### src/design/fdc_ram.sv
module fdc_ram #(
  parameter int Width = 8,
  parameter int Depth = 256
) (
  input  logic                     clk_i,
  input  logic                     we_i,
  input  logic [$clog2(Depth)-1:0] waddr_i,
  input  logic [Width-1:0]         wdata_i,
  input  logic [$clog2(Depth)-1:0] raddr_i,
  output logic [Width-1:0]         rdata_o
);

  logic [Width-1:0] mem [Depth];

  always_ff @(posedge clk_i) begin
    if (we_i) mem[waddr_i] <= wdata_i;
    rdata_o <= mem[raddr_i];
  end

endmodule

### config.mk
export PLATFORM = sky130hd
export DESIGN_NAME = fdc_ram
export DESIGN_NICKNAME = d
export VERILOG_FILES = /design/src/design/fdc_ram.sv
export SDC_FILE = /design/constraint.sdc
export NUM_CORES = 2
export LEC_CHECK = 0
export BUFFER_PORTS_ARGS = -buffer_cell sky130_fd_sc_hd__buf_2
export CORE_MARGIN = 2
export CORE_UTILIZATION = 54
export CTS_BUF_LIST = sky130_fd_sc_hd__clkbuf_16
export CTS_CLUSTER_SIZE = 25
export DETAILED_ROUTE_END_ITERATION = 8
export GPL_TIMING_DRIVEN = 0
export PLACE_DENSITY = 0.74
export SLEW_MARGIN = 30
export SYNTH_ARGS = -nofsm -noshare
export SYNTH_HDL_FRONTEND = slang
export SYNTH_SLANG_ARGS = --single-unit
### constraint.sdc
create_clock -name clk_i -period 7.1 [get_ports clk_i]
set_input_delay 1.42 -clock clk_i [delete_from_list [all_inputs] [get_ports clk_i]]
set_output_delay 1.42 -clock clk_i [all_outputs]
set_load 0.02 [all_outputs]
== Word-level counts from Yosys, hierarchy flattened ==
Memories as Yosys holds them, arrays and structs flattened. A register that Yosys moved wholly into a read port is not among the register bits.
Index checks and enable logic that the tools add are counted.
Storage, ports and cells
  register bits: 0
  bits in latches: 0
  memory bits (writable): 2048
  ROM bits: 0
  input bits: 26
  output and inout bits: 8
  word-level logic and storage cells: 3
  memories kept: 1
Memories
  mem: depth 256, bits a word 8, read ports 1, clocked after memory_dff 1, write ports 1, RTL line 13  | logic [Width-1:0] mem [Depth];
Cells by class
  add/subtract/negate cells: 0
  $mul: 0
  divide/modulo/power cells: 0
  $lt $le $gt $ge: 0
  equality and inequality tests: 0
  shift-type cells: 0
  multiplexer cells: 2
  bitwise logic cells: 0
  reduce and logical (&&, ||, !) cells: 0
Operators with widths (count)
  1-bit two-way mux: 2

== Logic depth before layout (Yosys ltp) ==
  word-level depth: 2
  mapped depth: 11
  gate-level depth less buffers: 6

== Worst setup path before layout ==
OpenSTA, ideal clock, no wires.
  kind: input to register
  start point: input port raddr_i[0]
  end point: register rdata_o[2], read port of mem
  setup time: 0.131 ns
  data arrival time: 3.227 ns
  data required time: 6.969 ns
  path slack: 3.742 ns
  cell stages on the path: 9
  buffers on the path: 4
  cell sequence: buf_6 > buf_12 > buf_8 > buf_2 > mux4_2 > a22oi_1 > a21oi_1 > nor4_1 > nor4_2
RTL lines
  from (decl): RTL line 9  | input logic [$clog2(Depth)-1:0] raddr_i,
  to (decl): RTL line 10  | output logic [Width-1:0] rdata_o

==> impl_metrics.tcl <==
set metrics [dict create \
    status "completed" \
    synthArstFlopShare_pct 0 \
    min_period_over_period_pct 72.2 \
    fin_util_pct 61.5 \
    design_area_um2 89700 \
    hold_buffers 0 \
    fmax_mhz 195 \
    hold_viol_final 0 \
    synth.yosys.seq_area_share_pct 77.5 \
    powerDensity_nw_per_um2 282 \
    area_growth_pct 12.8 \
    n_fill_cell 9627 \
    syn_nets 3759 \
    ys_ff_latch 2056 \
    peakVddDrop_mv 0.279 \
    clk_latency_ps 870 \
    ctsResizeCount 0 \
    yosysWarnings 0 \
    critPathCaptureType "flip-flop" \
    yosysTopAreaCell "edfxtp_1" \
    synth_cells 3733 \
    slew_violations 0 \
    dieArea_um2 150000 \
    critPathKind "input port to flip-flop" \
    drive_gt1_share_pct 23.3 \
    synth_area_leaders "edfxtp_1, mux4_2, mux2i_1" \
    clkTransAtPathRegs_ps 60 \
    htree_levels 4 \
    first_iter_violations 7761 \
    die_y_um 388 \
    antenna_found_initial 16 \
    r2r_slack_ps 3860 \
    fin_skew_ps 40.8 \
    grt_usage_pct 31.2 \
    syn_area_um2 79600 \
    grt_start_max_net_pins 114 \
    postRouteAntennaNets 0 \
    grt_pass1_wl_mm 322 \
    worst_pin_slew_ps 1250 \
    maxCapViolations 0 \
    vias 42700 \
    cts_tree "yes" \
    pwr-share-comb_pct 5.8 \
    core-area_um2 146000 \
    tns_ps 0 \
    ys_types 55 \
    portBuffers 26 \
    drt_pre_antenna_iters 9 \
    startpoint_type "input port" \
    hpwl_mm 158 \
    critPathArrivalTime_ps 5760 \
    clockPowerShare_pct 41.3 \
    nNetsFinal 4023 \
    vias_per_cell 7.01 \
    rsz0062_at_grt "no" \
    ioPinCount 34 \
    p_seq_share_pct 52.9 \
    switching_share_pct 22.0 \
    row_count 140 \
    synthFlopType "edfxtp_1" \
    die_w_um 388 \
    routabilityCongestion 1.05 \
    min_path_type "input port to flip-flop" \
    grt_overflow_total 0 \
    power_uw 25300 \
    dpl_cell_area_um2 83200 \
    grt_pass1_vias 41500 \
    crit_required_ps 7740 \
    numCtsBuffers 197 \
    multiInputGateArea_um2 16600 \
    clock-root-buffer "clkbuf_16" \
    p_int_uw 19700 \
    wirelength_mm 234 \
    cts.sinks 2056 \
    period_needed_ps 5120 \
    seq_area_um2 61700 \
    wl_per_cell_um 38.4 \
    start_util_pct 54.5 \
    post_cts_buffers 0 \
    relSlewSlack_pct 14.3 \
    route.detailed.drc 0 \
    synth_edf_count 2048 \
    p_switching_uw 5570 \
    max-clock-path-buffers 3 \
    syn_area_per_cell_um2 21.3 \
    setup_viol 0 \
    p_leak_uw 0.0280 \
    yosysTopAreaCellShare_pct 77.3 \
    path_max_fanout 10 \
]
[cell usage in the layout (no fill, tap or decap), types with 10 or more instances in the layout]
cell       Yosys  layout
edfxtp_1    2048    2048
mux4_2       454     454
nor2_1       282     265
clkbuf_16      0     197
mux2i_1      134     134
a22oi_1      133     133
a21oi_1       96      96
clkbuf_1     111      75
buf_2         31      61
clkinv_1       1      52
inv_1          1      49
o221ai_1      46      46
clkbuf_2       0      36
nand3_1       34      34
nand2_1       33      33
nor2b_1       31      31
buf_4         27      30
buf_16         0      30
o22ai_1       28      28
bufinv_16      0      24
buf_8         13      23
nor3_1        22      22
clkinv_2       0      22
buf_6         21      21
diode_2        0      18
nor2_2         0      17
a211oi_1      16      15
nor4_1        24      14
nor4_2         3      13
buf_1         22      12
a221oi_1      13      11
buf_12         8      10
nand4_1       10      10
o211ai_1      10      10
o21ai_0       10      10
[metrics by stage]
| stage | cells | worst slack [ps] | hold slack [ps] |
|---|---|---|---|
| floorplan | 3733 | 3740 | 770 |
| global placement | 5676 | 811 | 1310 |
| detailed placement | 5715 | 1470 | 1340 |
| CTS | 6076 | 2340 | 947 |
| global route | 6076 | 2010 | 970 |
| finish | 6094 | 1980 | 978 |
[worst paths after layout]
path	start	depth (start not counted)	end
worst max-delay path	raddr_i[2]	9	rdata_o[7]
worst min-delay path	wdata_i[1]	1	mem[247][1]
worst max register to register	mem[133][2]	6	rdata_o[2]
worst min register to register	mem[106][1]	6	rdata_o[1]
[registers in the layout (all words and copies together), names as in the netlist]
| register | flops |
|---|---|
| rdata_o | 8 |
| mem | 2048 |
[final cells by class]
type                    instances  area share (%)
diodes                         18          0.0502
multi-input cells            1442            18.5
inverters                       2         0.00837
clock inverters               164            1.62
well taps                    1917            2.67
clock buffers                 197            5.50
flip-flops and latches       2056            68.7
repair buffers                 65            1.27
plain buffers                 233            1.68
[kinds of logic after synthesis]
family,after synthesis,synth area share [%]
DFF,2056,77.5
buffers and inverters,235,1.83
AOI/OAI and AO/OA,385,3.42
and+or+nand+nor,466,2.63
muxes,591,14.6
[synth_stat cells (3+ instances only)]
master,number
edfxtp_1,2048
mux4_2,454
nor2_1,282
mux2i_1,134
a22oi_1,133
clkbuf_1,111
a21oi_1,96
o221ai_1,46
nand3_1,34
nand2_1,33
buf_2,31
nor2b_1,31
o22ai_1,28
buf_4,27
nor4_1,24
buf_1,22
nor3_1,22
buf_6,21
a211oi_1,16
a221oi_1,13
buf_8,13
nand4_1,10
o211ai_1,10
o21ai_0,10
a22o_1,8
buf_12,8
dfxtp_1,8
nand2b_1,8
and2_1,6
o22a_1,5
o32ai_1,4
or2_2,4
nor4_2,3
[critical path, stage by stage]
cell and delay [ps]:
buf_2 230, clkinv_1 310, buf_4 350, nor2_1 820, clkbuf_1 660, a22oi_1 180, a21oi_1 700, nor4_2 250
nor4_2 820
[layer usage]
| metal | track usage [%] | part of all wire (%) | up-vias |
|---|---|---|---|
| met5 | 0 | 0.042 | - |
| met4 | 18.0 | 7.0 | 16 |
| met3 | 12.3 | 16 | 787 |
| met2 | 44.8 | 44 | 3733 |
| met1 | 40.9 | 34 | 21900 |
| li1 | - | - | 16300 |
[power by group through the flow]
stage	registers (uW)	logic, uW	clock network [uW]
2_1_floorplan	13700	650	0
3_3_place_gp	13700	1320	0
3_5_place_dp	13600	1400	0
4_1_cts	13400	1410	10400
5_1_grt	13400	1480	10900
6_report	13400	1470	10500
No activity file was read; power rests on OpenSTA's default activity.
